<file path="config.mk">
export PLATFORM = sky130hd
export DESIGN_NAME = tabular_q_learning_update
export DESIGN_NICKNAME = d
export VERILOG_FILES = /design/src/design/tqlu_pkg.sv /design/src/design/tqlu_cfg.sv /design/src/design/tqlu_dp.sv /design/src/design/tqlu_ctrl.sv /design/src/design/tabular_q_learning_update.sv
export VERILOG_INCLUDE_DIRS = /design/src /design/src/design
export SDC_FILE = /design/constraint.sdc
export NUM_CORES = 2
export LEC_CHECK = 0
export BUFFER_PORTS_ARGS = -buffer_cell sky130_fd_sc_hd__buf_2
export CAP_MARGIN = 20
export CORE_ASPECT_RATIO = 0.75
export CORE_MARGIN = 2
export CORE_UTILIZATION = 58
export CTS_CLUSTER_DIAMETER = 120
export DETAILED_ROUTE_END_ITERATION = 10
export PLACE_DENSITY = 0.86
export SYNTH_ARGS = -nofsm -noshare
export SYNTH_HDL_FRONTEND = slang
export SYNTH_HIERARCHICAL = 1
export SYNTH_SLANG_ARGS = --single-unit
</file>
<file path="constraint.sdc">
create_clock -name i_clk -period 24.3 [get_ports i_clk]
set_input_delay 2.43 -clock i_clk [delete_from_list [all_inputs] [get_ports i_clk]]
set_output_delay 2.43 -clock i_clk [all_outputs]
set_load 0.1 [all_outputs]
</file>
<file path="src/design/tabular_q_learning_update_defines.svh">
// shared assertion macros for the q-learning update block
`ifndef TABULAR_Q_LEARNING_UPDATE_DEFINES_SVH
`define TABULAR_Q_LEARNING_UPDATE_DEFINES_SVH

// same-cycle implication, checked out of reset
`define TQLU_ASSERT_IMP(lbl, ante, cons, msg) \
    lbl: assert property (@(posedge i_clk) disable iff (!i_rst_n) (ante) |-> (cons)) \
        else $error(msg);

// next-cycle implication, checked out of reset
`define TQLU_ASSERT_NXT(lbl, ante, cons, msg) \
    lbl: assert property (@(posedge i_clk) disable iff (!i_rst_n) (ante) |=> (cons)) \
        else $error(msg);

`endif

</file>
<file path="src/design/tqlu_pkg.sv">
package tqlu_pkg;

    localparam int STATE_W    = 4;
    localparam int ACT_W      = 2;
    localparam int MODE_W     = 2;
    localparam int REWARD_W   = 8;
    localparam int DRAW_W     = 7;
    localparam int RATE_W     = 17;
    localparam int Q_W        = 32;
    localparam int CFG_IDX_W  = 2;
    localparam int IN_DATA_W  = 32;
    localparam int OUT_DATA_W = 72;
    localparam int N_ACT      = 4;

    localparam logic [MODE_W-1:0] MODE_EXPLORE = 2'd0;
    localparam logic [MODE_W-1:0] MODE_GREEDY  = 2'd1;
    localparam logic [MODE_W-1:0] MODE_UPDATE  = 2'd2;

    localparam logic [CFG_IDX_W-1:0] CFG_LEARNING_RATE = 2'd0;
    localparam logic [CFG_IDX_W-1:0] CFG_DISCOUNT      = 2'd1;
    localparam logic [CFG_IDX_W-1:0] CFG_EXPLORE_RATE  = 2'd2;

    localparam logic [RATE_W-1:0] LEARNING_RATE_RST = 17'd6554;
    localparam logic [RATE_W-1:0] DISCOUNT_RST      = 17'd58982;
    localparam logic [RATE_W-1:0] EXPLORE_RATE_RST  = 17'd65536;

    typedef struct packed {
        logic [RATE_W-1:0] learning_rate;
        logic [RATE_W-1:0] discount;
        logic [RATE_W-1:0] explore_rate;
    } t_cfg;

    typedef struct packed {
        logic load_item;
        logic find_max;
        logic mul_en;
        logic mul_lr;
        logic sum_en;
        logic finish;
        logic clear_en;
    } t_cmd;

    typedef struct packed {
        logic is_update;
        logic clear_last;
        logic out_busy;
    } t_stat;

endpackage

</file>
<file path="src/design/tqlu_cfg.sv">
module tqlu_cfg
    import tqlu_pkg::*;
(
    input  logic                 i_clk,
    input  logic                 i_rst_n,
    input  logic                 i_cfg_valid,
    output logic                 o_cfg_ready,
    input  logic [CFG_IDX_W-1:0] i_cfg_index,
    input  logic [RATE_W-1:0]    i_cfg_data,
    output t_cfg                 o_cfg
);

    t_cfg r_cfg;
    t_cfg n_cfg;

    always_comb begin
        n_cfg = r_cfg;
        if (i_cfg_valid) begin
            unique case (i_cfg_index)
                CFG_LEARNING_RATE: n_cfg.learning_rate = i_cfg_data;
                CFG_DISCOUNT:      n_cfg.discount      = i_cfg_data;
                CFG_EXPLORE_RATE:  n_cfg.explore_rate  = i_cfg_data;
                default:           n_cfg               = r_cfg;
            endcase
        end
    end

    always_ff @(posedge i_clk) begin
        if (!i_rst_n) begin
            r_cfg.learning_rate <= LEARNING_RATE_RST;
            r_cfg.discount      <= DISCOUNT_RST;
            r_cfg.explore_rate  <= EXPLORE_RATE_RST;
        end else begin
            r_cfg <= n_cfg;
        end
    end

    assign o_cfg_ready = 1'b1;
    assign o_cfg       = r_cfg;

endmodule

</file>
<file path="src/design/tqlu_dp.sv">
`include "tabular_q_learning_update_defines.svh"

module tqlu_dp
    import tqlu_pkg::*;
#(
    parameter int NUM_STATES = 16
)
(
    input  logic                       i_clk,
    input  logic                       i_rst_n,
    input  t_cmd                       i_cmd,
    output t_stat                      o_stat,
    input  t_cfg                       i_cfg,
    input  logic [MODE_W-1:0]          i_mode,
    input  logic [STATE_W-1:0]         i_current_state,
    input  logic [ACT_W-1:0]           i_taken_action,
    input  logic [STATE_W-1:0]         i_next_state,
    input  logic signed [REWARD_W-1:0] i_reward,
    input  logic [DRAW_W-1:0]          i_rand_gate,
    input  logic [DRAW_W-1:0]          i_rand_pick,
    output logic                       o_out_valid,
    input  logic                       i_out_ready,
    output logic [ACT_W-1:0]           o_chosen_action,
    output logic signed [Q_W-1:0]      o_written_value,
    output logic signed [Q_W-1:0]      o_reward_sum
);

    localparam int AW = $clog2(NUM_STATES);

    function automatic logic signed [Q_W-1:0] sat32(input logic signed [35:0] v);
        logic signed [Q_W-1:0] res;
        if (v > 36'sd2147483647) begin
            res = 32'sh7FFFFFFF;
        end else if (v < -36'sd2147483648) begin
            res = 32'sh80000000;
        end else begin
            res = v[Q_W-1:0];
        end
        return res;
    endfunction

    // one column memory per action, all read at the same row
    logic signed [Q_W-1:0] r_qmem_0 [NUM_STATES];
    logic signed [Q_W-1:0] r_qmem_1 [NUM_STATES];
    logic signed [Q_W-1:0] r_qmem_2 [NUM_STATES];
    logic signed [Q_W-1:0] r_qmem_3 [NUM_STATES];
    logic signed [Q_W-1:0] r_rd [N_ACT];

    logic [AW-1:0]                r_clr_addr;
    logic                         r_is_update;
    logic                         r_cs_ok;
    logic                         r_row_ok;
    logic [AW-1:0]                r_wr_addr;
    logic [ACT_W-1:0]             r_ta;
    logic signed [REWARD_W-1:0]   r_reward;
    logic                         r_explore;
    logic [ACT_W-1:0]             r_pick;
    logic signed [Q_W-1:0]        r_max;
    logic [ACT_W-1:0]             r_act;
    logic signed [49:0]           r_prod;
    logic signed [Q_W-1:0]        r_inner;
    logic signed [Q_W-1:0]        r_total;
    logic                         r_out_valid;
    logic [ACT_W-1:0]             r_out_action;
    logic signed [Q_W-1:0]        r_out_written;
    logic signed [Q_W-1:0]        r_out_sum;

    logic [STATE_W-1:0]           w_rd_state;
    logic                         w_rd_ok;
    logic                         w_cs_ok;
    logic [AW-1:0]                w_rd_addr;
    logic [23:0]                  w_gate_prod;
    logic signed [Q_W-1:0]        w_q [N_ACT];
    logic [ACT_W-1:0]             w_best01;
    logic [ACT_W-1:0]             w_best23;
    logic signed [Q_W-1:0]        w_val01;
    logic signed [Q_W-1:0]        w_val23;
    logic [RATE_W-1:0]            w_mul_a;
    logic signed [Q_W-1:0]        w_mul_b;
    logic signed [49:0]           w_prod;
    logic signed [49:0]           w_prod_rnd;
    logic signed [33:0]           w_round;
    logic signed [35:0]           w_inner_wide;
    logic signed [Q_W-1:0]        w_written;
    logic signed [35:0]           w_total_wide;
    logic signed [Q_W-1:0]        w_total_new;
    logic [N_ACT-1:0]             w_we;
    logic [AW-1:0]                w_waddr;
    logic signed [Q_W-1:0]        w_wdata;

    // row fetch address at item load
    assign w_rd_state  = (i_mode == MODE_UPDATE) ? i_next_state : i_current_state;
    assign w_rd_ok     = 32'(w_rd_state) < 32'(NUM_STATES);
    assign w_cs_ok     = 32'(i_current_state) < 32'(NUM_STATES);
    assign w_rd_addr   = AW'(w_rd_state);
    assign w_gate_prod = 24'(i_rand_gate) * 24'(i_cfg.explore_rate);

    // memory write port: clearing pass or the update store
    assign w_waddr = i_cmd.clear_en ? r_clr_addr : r_wr_addr;
    assign w_wdata = i_cmd.clear_en ? '0 : w_written;

    always_comb begin
        for (int k = 0; k < N_ACT; k++) begin
            w_we[k] = i_cmd.clear_en ||
                      (i_cmd.finish && r_is_update && r_cs_ok && (r_ta == ACT_W'(k)));
        end
    end

    always_ff @(posedge i_clk) begin
        if (w_we[0]) r_qmem_0[w_waddr] <= w_wdata;
        if (i_cmd.load_item) r_rd[0] <= r_qmem_0[w_rd_addr];
    end

    always_ff @(posedge i_clk) begin
        if (w_we[1]) r_qmem_1[w_waddr] <= w_wdata;
        if (i_cmd.load_item) r_rd[1] <= r_qmem_1[w_rd_addr];
    end

    always_ff @(posedge i_clk) begin
        if (w_we[2]) r_qmem_2[w_waddr] <= w_wdata;
        if (i_cmd.load_item) r_rd[2] <= r_qmem_2[w_rd_addr];
    end

    always_ff @(posedge i_clk) begin
        if (w_we[3]) r_qmem_3[w_waddr] <= w_wdata;
        if (i_cmd.load_item) r_rd[3] <= r_qmem_3[w_rd_addr];
    end

    // rows beyond the table read as zero
    always_comb begin
        for (int k = 0; k < N_ACT; k++) begin
            w_q[k] = r_row_ok ? r_rd[k] : '0;
        end
    end

    // first maximum: ties keep the lower column
    assign w_best01 = (w_q[1] > w_q[0]) ? 2'd1 : 2'd0;
    assign w_val01  = (w_q[1] > w_q[0]) ? w_q[1] : w_q[0];
    assign w_best23 = (w_q[3] > w_q[2]) ? 2'd3 : 2'd2;
    assign w_val23  = (w_q[3] > w_q[2]) ? w_q[3] : w_q[2];

    // shared multiplier: discount times row max, then learning rate times inner sum
    assign w_mul_a    = i_cmd.mul_lr ? i_cfg.learning_rate : i_cfg.discount;
    assign w_mul_b    = i_cmd.mul_lr ? r_inner : r_max;
    assign w_prod     = 50'($signed({1'b0, w_mul_a})) * 50'(w_mul_b);
    assign w_prod_rnd = r_prod + 50'sd32768;
    assign w_round    = w_prod_rnd[49:16];

    assign w_inner_wide = {{12{r_reward[REWARD_W-1]}}, r_reward, 16'b0}
                        + {{2{w_round[33]}}, w_round};
    assign w_written    = sat32({{2{w_round[33]}}, w_round});
    assign w_total_wide = {{4{r_total[Q_W-1]}}, r_total}
                        + {{28{r_reward[REWARD_W-1]}}, r_reward};
    assign w_total_new  = sat32(w_total_wide);

    always_ff @(posedge i_clk) begin
        if (i_cmd.load_item) begin
            r_is_update <= (i_mode == MODE_UPDATE);
            r_cs_ok     <= w_cs_ok;
            r_row_ok    <= w_rd_ok;
            r_wr_addr   <= AW'(i_current_state);
            r_ta        <= i_taken_action;
            r_reward    <= i_reward;
            r_explore   <= (i_mode == MODE_EXPLORE) && (w_gate_prod[23:16] != 8'd0);
            r_pick      <= i_rand_pick[ACT_W-1:0];
        end
        if (i_cmd.find_max) begin
            r_act <= (w_val23 > w_val01) ? w_best23 : w_best01;
            r_max <= (w_val23 > w_val01) ? w_val23 : w_val01;
        end
        if (i_cmd.mul_en) begin
            r_prod <= w_prod;
        end
        if (i_cmd.sum_en) begin
            r_inner <= sat32(w_inner_wide);
        end
        if (i_cmd.finish) begin
            r_out_action  <= r_is_update ? '0 : (r_explore ? r_pick : r_act);
            r_out_written <= r_is_update ? w_written : '0;
            r_out_sum     <= r_is_update ? w_total_new : r_total;
        end
    end

    always_ff @(posedge i_clk) begin
        if (!i_rst_n) begin
            r_clr_addr  <= '0;
            r_total     <= '0;
            r_out_valid <= 1'b0;
        end else begin
            if (i_cmd.clear_en) begin
                r_clr_addr <= r_clr_addr + 1'b1;
            end
            if (i_cmd.finish && r_is_update) begin
                r_total <= w_total_new;
            end
            if (i_cmd.finish) begin
                r_out_valid <= 1'b1;
            end else if (i_out_ready) begin
                r_out_valid <= 1'b0;
            end
        end
    end

    assign o_stat.is_update  = r_is_update;
    assign o_stat.clear_last = (r_clr_addr == AW'(NUM_STATES - 1));
    assign o_stat.out_busy   = r_out_valid && !i_out_ready;

    assign o_out_valid     = r_out_valid;
    assign o_chosen_action = r_out_action;
    assign o_written_value = r_out_written;
    assign o_reward_sum    = r_out_sum;

    `TQLU_ASSERT_NXT(a_finish_shows, i_cmd.finish, r_out_valid, "result not presented")
    `TQLU_ASSERT_IMP(a_lr_on_update, i_cmd.mul_en && i_cmd.mul_lr, r_is_update, "lr multiply on select")
    `TQLU_ASSERT_IMP(a_clear_alone, i_cmd.clear_en, !i_cmd.load_item && !i_cmd.finish, "item during clear")

endmodule

</file>
<file path="src/design/tqlu_ctrl.sv">
`include "tabular_q_learning_update_defines.svh"

module tqlu_ctrl
    import tqlu_pkg::*;
(
    input  logic  i_clk,
    input  logic  i_rst_n,
    input  logic  i_s_valid,
    output logic  o_s_ready,
    input  t_stat i_stat,
    output t_cmd  o_cmd
);

    localparam logic [2:0] S_CLEAR = 3'd0;
    localparam logic [2:0] S_IDLE  = 3'd1;
    localparam logic [2:0] S_MAX   = 3'd2;
    localparam logic [2:0] S_MUL1  = 3'd3;
    localparam logic [2:0] S_SUM   = 3'd4;
    localparam logic [2:0] S_MUL2  = 3'd5;
    localparam logic [2:0] S_FIN   = 3'd6;

    logic [2:0] r_state;
    logic [2:0] n_state;

    always_comb begin
        n_state = r_state;
        o_cmd   = '0;
        unique case (r_state)
            S_CLEAR: begin
                o_cmd.clear_en = 1'b1;
                if (i_stat.clear_last) n_state = S_IDLE;
            end
            S_IDLE: begin
                if (i_s_valid) begin
                    o_cmd.load_item = 1'b1;
                    n_state         = S_MAX;
                end
            end
            S_MAX: begin
                o_cmd.find_max = 1'b1;
                n_state        = i_stat.is_update ? S_MUL1 : S_FIN;
            end
            S_MUL1: begin
                o_cmd.mul_en = 1'b1;
                n_state      = S_SUM;
            end
            S_SUM: begin
                o_cmd.sum_en = 1'b1;
                n_state      = S_MUL2;
            end
            S_MUL2: begin
                o_cmd.mul_en = 1'b1;
                o_cmd.mul_lr = 1'b1;
                n_state      = S_FIN;
            end
            S_FIN: begin
                // hold until the output register is free
                if (!i_stat.out_busy) begin
                    o_cmd.finish = 1'b1;
                    n_state      = S_IDLE;
                end
            end
            default: n_state = S_IDLE;
        endcase
    end

    always_ff @(posedge i_clk) begin
        if (!i_rst_n) begin
            r_state <= S_CLEAR;
        end else begin
            r_state <= n_state;
        end
    end

    assign o_s_ready = (r_state == S_IDLE);

    `TQLU_ASSERT_IMP(a_no_overwrite, o_cmd.finish, !i_stat.out_busy, "result overwritten")
    `TQLU_ASSERT_NXT(a_load_to_max, o_cmd.load_item, r_state == S_MAX, "load not followed by max")
    `TQLU_ASSERT_IMP(a_busy_in_clear, r_state == S_CLEAR, !o_s_ready, "ready during clear")

endmodule

</file>
<file path="src/design/tabular_q_learning_update.sv">
// Tabular Q-learning agent core: a Q table of NUM_STATES rows by 4 actions (Q16.16)
// and a saturating reward total. Items enter on the s_axis channel (tuser = mode),
// results leave on m_axis, one result per item. Rates are written on the cfg channel
// (index 0 learning rate, 1 discount, 2 explore rate, Q1.16); write only while idle.
// Select items (mode 0 explore, 1 or 3 greedy) pass through row read at the accepting
// edge, row maximum and output load. Update items (mode 2) pass through row read at
// accept, row maximum, discount multiply, inner sum, learning-rate multiply, then
// store and output load on the same edge.
// One item is in flight at a time; the next item is taken on the cycle after the
// result is loaded, so no new item is taken before the last one is done.
// The two multiplies share one 18x32 multiplier and set the update length.
// After reset the table is cleared one row a cycle, all NUM_STATES rows, with
// s_axis_tready low; config writes are taken at any time.
// When m_axis_tready is low the finished result holds in the output register and
// the block waits to load the next result until it is taken.
module tabular_q_learning_update
    import tqlu_pkg::*;
#(
    parameter int NUM_STATES = 16
)
(
    input  logic                  i_clk,
    input  logic                  i_rst_n,
    input  logic                  s_axis_tvalid,
    output logic                  s_axis_tready,
    // current_state[3:0], taken_action[5:4], next_state[9:6], reward[17:10],
    // rand_gate[24:18], rand_pick[31:25]
    input  logic [IN_DATA_W-1:0]  s_axis_tdata,
    // mode[1:0]
    input  logic [MODE_W-1:0]     s_axis_tuser,
    output logic                  m_axis_tvalid,
    input  logic                  m_axis_tready,
    // chosen_action[1:0], written_value[33:2], reward_sum[65:34], zero[71:66]
    output logic [OUT_DATA_W-1:0] m_axis_tdata,
    input  logic                  i_cfg_valid,
    output logic                  o_cfg_ready,
    input  logic [CFG_IDX_W-1:0]  i_cfg_index,
    input  logic [RATE_W-1:0]     i_cfg_data
);

    t_cfg                  w_cfg;
    t_cmd                  w_cmd;
    t_stat                 w_stat;
    logic [ACT_W-1:0]      w_chosen_action;
    logic signed [Q_W-1:0] w_written_value;
    logic signed [Q_W-1:0] w_reward_sum;

    tqlu_cfg u_cfg (
        .i_clk       (i_clk),
        .i_rst_n     (i_rst_n),
        .i_cfg_valid (i_cfg_valid),
        .o_cfg_ready (o_cfg_ready),
        .i_cfg_index (i_cfg_index),
        .i_cfg_data  (i_cfg_data),
        .o_cfg       (w_cfg)
    );

    tqlu_ctrl u_ctrl (
        .i_clk     (i_clk),
        .i_rst_n   (i_rst_n),
        .i_s_valid (s_axis_tvalid),
        .o_s_ready (s_axis_tready),
        .i_stat    (w_stat),
        .o_cmd     (w_cmd)
    );

    tqlu_dp #(
        .NUM_STATES (NUM_STATES)
    ) u_dp (
        .i_clk           (i_clk),
        .i_rst_n         (i_rst_n),
        .i_cmd           (w_cmd),
        .o_stat          (w_stat),
        .i_cfg           (w_cfg),
        .i_mode          (s_axis_tuser),
        .i_current_state (s_axis_tdata[3:0]),
        .i_taken_action  (s_axis_tdata[5:4]),
        .i_next_state    (s_axis_tdata[9:6]),
        .i_reward        ($signed(s_axis_tdata[17:10])),
        .i_rand_gate     (s_axis_tdata[24:18]),
        .i_rand_pick     (s_axis_tdata[31:25]),
        .o_out_valid     (m_axis_tvalid),
        .i_out_ready     (m_axis_tready),
        .o_chosen_action (w_chosen_action),
        .o_written_value (w_written_value),
        .o_reward_sum    (w_reward_sum)
    );

    assign m_axis_tdata = {6'b0, w_reward_sum, w_written_value, w_chosen_action};

endmodule

</file>
==> out/summary.json <==
{
  "status": {"value": "finished, violations left"},
  "violations_in_the_final_reports": {"value": "antenna violations"},
  "worstHoldPathType": {"value": "reg -> reg"},
  "min_path_cells": {"value": 2},
  "critPathMostFrequentCell": {"value": "sky130_fd_sc_hd__fa_1"},
  "cts_inserted_buffers": {"value": 219},
  "routed-via-count": {"value": 74800},
  "vertical_extent_of_the_die": {"value": 401, "unit": "um"},
  "grt_usage": {"value": 0.324},
  "reg2reg_slack": {"value": 13.95, "unit": "ns"},
  "grt_pass1_wl": {"value": 507000, "unit": "um"},
  "startpoint_type_of_the_worst_setup_path": {"value": "flop"},
  "ant_nets": {"value": 1},
  "ys_seq_area_frac": {"value": 0.597},
  "area.growth.synth_to_final": {"value": 10.2, "unit": "%"},
  "cap_violations": {"value": 0},
  "layout.nets": {"value": 9224},
  "synth-async-reset-ratio": {"value": 0},
  "initial_utilization": {"value": 0.584},
  "core_region_area": {"value": 0.208, "unit": "mm2"},
  "clock-root-buffer": {"value": "sky130_fd_sc_hd__clkbuf_16"},
  "filler_cell_count": {"value": 13400},
  "final_hold_viol_count": {"value": 0},
  "headroom_to_the_max_slew_limit": {"value": 0.126},
  "ir_drop": {"value": 0.120, "unit": "mV"},
  "count_of_flip_flops_with_a_built_in_enable_after_synthesis": {"value": 2361},
  "placementRows": {"value": 145},
  "worst_r2r_path_depth": {"value": 26},
  "fmax": {"value": 96.6, "unit": "MHz"},
  "number_of_antenna_violations_at_the_first_check_in_global_routing": {"value": 15},
  "finalWorstPathRequiredPeriod": {"value": 10.35, "unit": "ns"},
  "crit_path_max_incr_delay": {"value": 0.90, "unit": "ns"},
  "detailedPlace.worstSlack": {"value": 14.48, "unit": "ns"},
  "criticalPathCategory": {"value": "reg -> reg"},
  "die_w": {"value": 533, "unit": "um"},
  "postCtsHoldBufs": {"value": 0},
  "cts_resized": {"value": 0},
  "end_kind": {"value": "flop"},
  "post_cts.repair.setup_buffers": {"value": 0},
  "grt_overflow": {"value": 0},
  "leakage": {"value": 48.0, "unit": "nW"},
  "reg2reg_from": {"value": "u_ctrl/r_state[0]"},
  "avgRoutedWirePerCell": {"value": 30.8, "unit": "um"},
  "wirelength": {"value": 346000, "unit": "um"},
  "post_synth_inst_count": {"value": 8107},
  "cp.buffers_inverters": {"value": 6},
  "detail_route.drc_violations": {"value": 0},
  "drt_first_iter_violations": {"value": 10800},
  "hold_path_startpoint": {"value": "u_cfg/o_cfg[44]"},
  "cts_tree": {"value": "built"},
  "setup_repair_after_global_routing_missed_its_margin": {"value": "no"},
  "power_density": {"value": 81.1, "unit": "mW/mm2"},
  "gp_routability_congestion": {"value": 0.966},
  "synthDistinctLibCells": {"value": 95},
  "clock_sink_count": {"value": 2452},
  "synth_area": {"value": 0.122, "unit": "mm2"},
  "avgSynthCellArea": {"value": 15.0, "unit": "um2"},
  "timing.rr.end": {"value": "u_dp/r_prod[48]"},
  "hold_path_end": {"value": "u_cfg/o_cfg[44]"},
  "fin_worst_skew": {"value": 0.126, "unit": "ns"},
  "cts.reportedPaths.clkPinSlew": {"value": 0.07, "unit": "ns"},
  "drv_slew": {"value": 0},
  "worst_path_max_delay_cell": {"value": "sky130_fd_sc_hd__mux2_2"},
  "timing.final.crit_share": {"value": 0.426},
  "worstPathMaxFanout": {"value": 52},
  "via_per_inst": {"value": 6.65},
  "place_hpwl": {"value": 205000, "unit": "um"},
  "grt_start_max_net_pins": {"value": 154},
  "synth_ff_type": {"value": "sky130_fd_sc_hd__edfxtp_1"},
  "setup_total_negative_slack": {"value": 0, "unit": "ns"},
  "critical_path_arrival": {"value": 11.00, "unit": "ns"},
  "drive_above_1_share": {"value": 0.163},
  "io-pin-count": {"value": 133},
  "drt-pass1-iter-count": {"value": 7},
  "synth-warning-count": {"value": 6},
  "tightest_slew": {"value": 1.27, "unit": "ns"},
  "dieArea": {"value": 0.214, "unit": "mm2"},
  "required": {"value": 24.96, "unit": "ns"},
  "grt_pass1_vias": {"value": 76100},
  "finalSetupViolCount": {"value": 0},
  "cts_max_level": {"value": 4},
  "postSynthRegisterBits": {"value": 2452},
  "clock_latency": {"value": 0.95, "unit": "ns"},
  "timing.critical_path.max_delay_family": {"value": "adder cells"},
  "ctsLongestPathBuffers": {"value": 4},
  "setup_slack": {"value": 13.95, "unit": "ns"},
  "buffer_ports.inserted": {"value": 120}
}
report_power, final:
group / leakage [nW] / switching [mW] / total [mW] / internal [mW]
registers: 21.7 / 0.0250 / 4.78 / 4.75
clock network: 3.51 / 1.61 / 3.58 / 1.98
logic: 22.8 / 1.55 / 2.53 / 0.976
total: 48.0 / 3.18 / 10.9 / 7.71
state kept, by name, summed over array words and instances, names as in the netlist:
register / flops
u_dp/r_rd: 128
u_dp/r_qmem_0: 512
u_dp/r_total: 32
u_dp/r_ta: 2
u_dp/o_chosen_action: 2
u_dp/r_inner: 32
u_dp/r_act: 2
u_dp/r_wr_addr: 4
u_dp/r_clr_addr: 4
u_dp/r_qmem_2: 512
u_dp/o_out_valid: 1
u_dp/r_explore: 1
u_dp/r_pick: 2
u_dp/r_is_update: 1
u_dp/o_written_value: 32
u_ctrl/r_state: 3
u_dp/r_max: 32
u_dp/r_reward: 8
u_cfg/o_cfg: 51
u_dp/r_qmem_1: 512
u_dp/r_prod: 35
u_dp/o_reward_sum: 32
u_dp/r_qmem_3: 512
worst max-delay path by stage:
stage	slack, ns	from	end	cells after the start
2_1_floorplan	15.95	m_axis_tready	u_dp/r_qmem_2[4][0]	7
3_3_place_gp	14.75	u_ctrl/r_state[0]	u_dp/r_prod[47]	26
3_5_place_dp	14.48	u_ctrl/r_state[0]	u_dp/r_prod[48]	26
4_1_cts	14.30	u_ctrl/r_state[0]	u_dp/r_prod[48]	26
5_1_grt	13.74	u_ctrl/r_state[0]	u_dp/r_prod[48]	25
6_report	13.95	u_ctrl/r_state[0]	u_dp/r_prod[48]	26
logic make-up (layout without fill, tap and decap cells):
| family | Yosys count | in the layout | share of synthesized area |
|---|---|---|---|
| flops | 2452 | 2452 | 0.597 |
| other cells | 2 | 16 | 0.0000617 |
| fa+ha+maj | 917 | 917 | 0.131 |
| compound gates | 864 | 864 | 0.0459 |
| mux | 740 | 740 | 0.112 |
| simple gates | 1736 | 1736 | 0.0641 |
| buf+inv | 1282 | 1617 | 0.0418 |
| xor+xnor | 114 | 114 | 0.00820 |
worst reg2reg max path, delay by kind of cell (launching register included):
family                     cells  cell delay (ns)
xor gates and xnor gates       1             0.26
muxes                          1             0.97
buffers and inverters          6             1.07
and+or+nand+nor                3             1.28
AOI/OAI and AO/OA              8             2.56
adders and majority gates      7             3.38
DFF                            1             0.60
layout by cell type, fill, tap and decap left out, types with 69 or more instances in the layout:
cell	netlist	final
sky130_fd_sc_hd__ha_1	304	304
sky130_fd_sc_hd__xnor2_1	69	69
sky130_fd_sc_hd__clkbuf_16	0	221
sky130_fd_sc_hd__dfxtp_1	91	91
sky130_fd_sc_hd__nand2_1	790	790
sky130_fd_sc_hd__nor2_1	453	386
sky130_fd_sc_hd__mux2i_1	189	173
sky130_fd_sc_hd__edfxtp_1	2361	2361
sky130_fd_sc_hd__a211oi_1	136	136
sky130_fd_sc_hd__mux4_2	488	488
sky130_fd_sc_hd__a21oi_1	147	145
sky130_fd_sc_hd__and2_1	198	195
sky130_fd_sc_hd__buf_2	102	121
sky130_fd_sc_hd__buf_4	20	168
sky130_fd_sc_hd__o21ai_0	164	139
sky130_fd_sc_hd__a31oi_1	147	144
sky130_fd_sc_hd__fa_1	594	594
sky130_fd_sc_hd__inv_1	901	901
sky130_fd_sc_hd__a21o_1	73	72
cells in the mapped netlist (73+ instances only):
cell / number / area (um2)
sky130_fd_sc_hd__nand2_1: 790 / 2970
sky130_fd_sc_hd__fa_1: 594 / 11900
sky130_fd_sc_hd__buf_2: 102 / 510
sky130_fd_sc_hd__a211oi_1: 136 / 1020
sky130_fd_sc_hd__a21o_1: 73 / 548
sky130_fd_sc_hd__o21ai_0: 164 / 821
sky130_fd_sc_hd__clkbuf_1: 209 / 785
sky130_fd_sc_hd__ha_1: 304 / 3800
sky130_fd_sc_hd__a21oi_1: 147 / 736
sky130_fd_sc_hd__and2_1: 198 / 1240
sky130_fd_sc_hd__a31oi_1: 147 / 920
sky130_fd_sc_hd__nor2_1: 453 / 1700
sky130_fd_sc_hd__mux2i_1: 189 / 1890
sky130_fd_sc_hd__mux4_2: 488 / 11000
sky130_fd_sc_hd__dfxtp_1: 91 / 1820
sky130_fd_sc_hd__edfxtp_1: 2361 / 70900
sky130_fd_sc_hd__inv_1: 901 / 3380
cell type report:
cell class                 instances  area [um2]  area share
timing repair buffer             315        2340      0.0174
multi-input combinational       4378       45000       0.336
tap                             2793        3490      0.0260
sequential                      2452       72700       0.542
antenna                            9        22.5    0.000168
inverter                         902        3390      0.0252
clock buffer                     269        5790      0.0432
clock inverter                   131        1400      0.0104
per-stage QoR:
stage	total power [mW]	instances	hold WS [ns]	area, um2	util
final	10.9	11200	0.463	134000	0.644
after detailed placement	7.30	10800	0.452	127000	0.608
after CTS	10.9	11200	0.465	134000	0.643
after floorplan	6.62	8112	0.431	122000	-
after global routing	11.3	11200	0.476	134000	0.644
after global placement	7.22	10800	0.443	127000	0.607
per-layer routing:
| metal | vias up | wire length, um | global-route usage | share of wire |
|---|---|---|---|---|
| met4 | 20 | 21300 | 0.165 | 0.062 |
| met2 | 6014 | 160000 | 0.500 | 0.46 |
| met1 | 37800 | 118000 | 0.421 | 0.34 |
| li1 | 29700 | - | - | - |
| met3 | 1205 | 47700 | 0.0967 | 0.14 |
| met5 | - | 141 | 0.000223 | 0.00041 |
No activity file was read; power rests on OpenSTA's default activity.
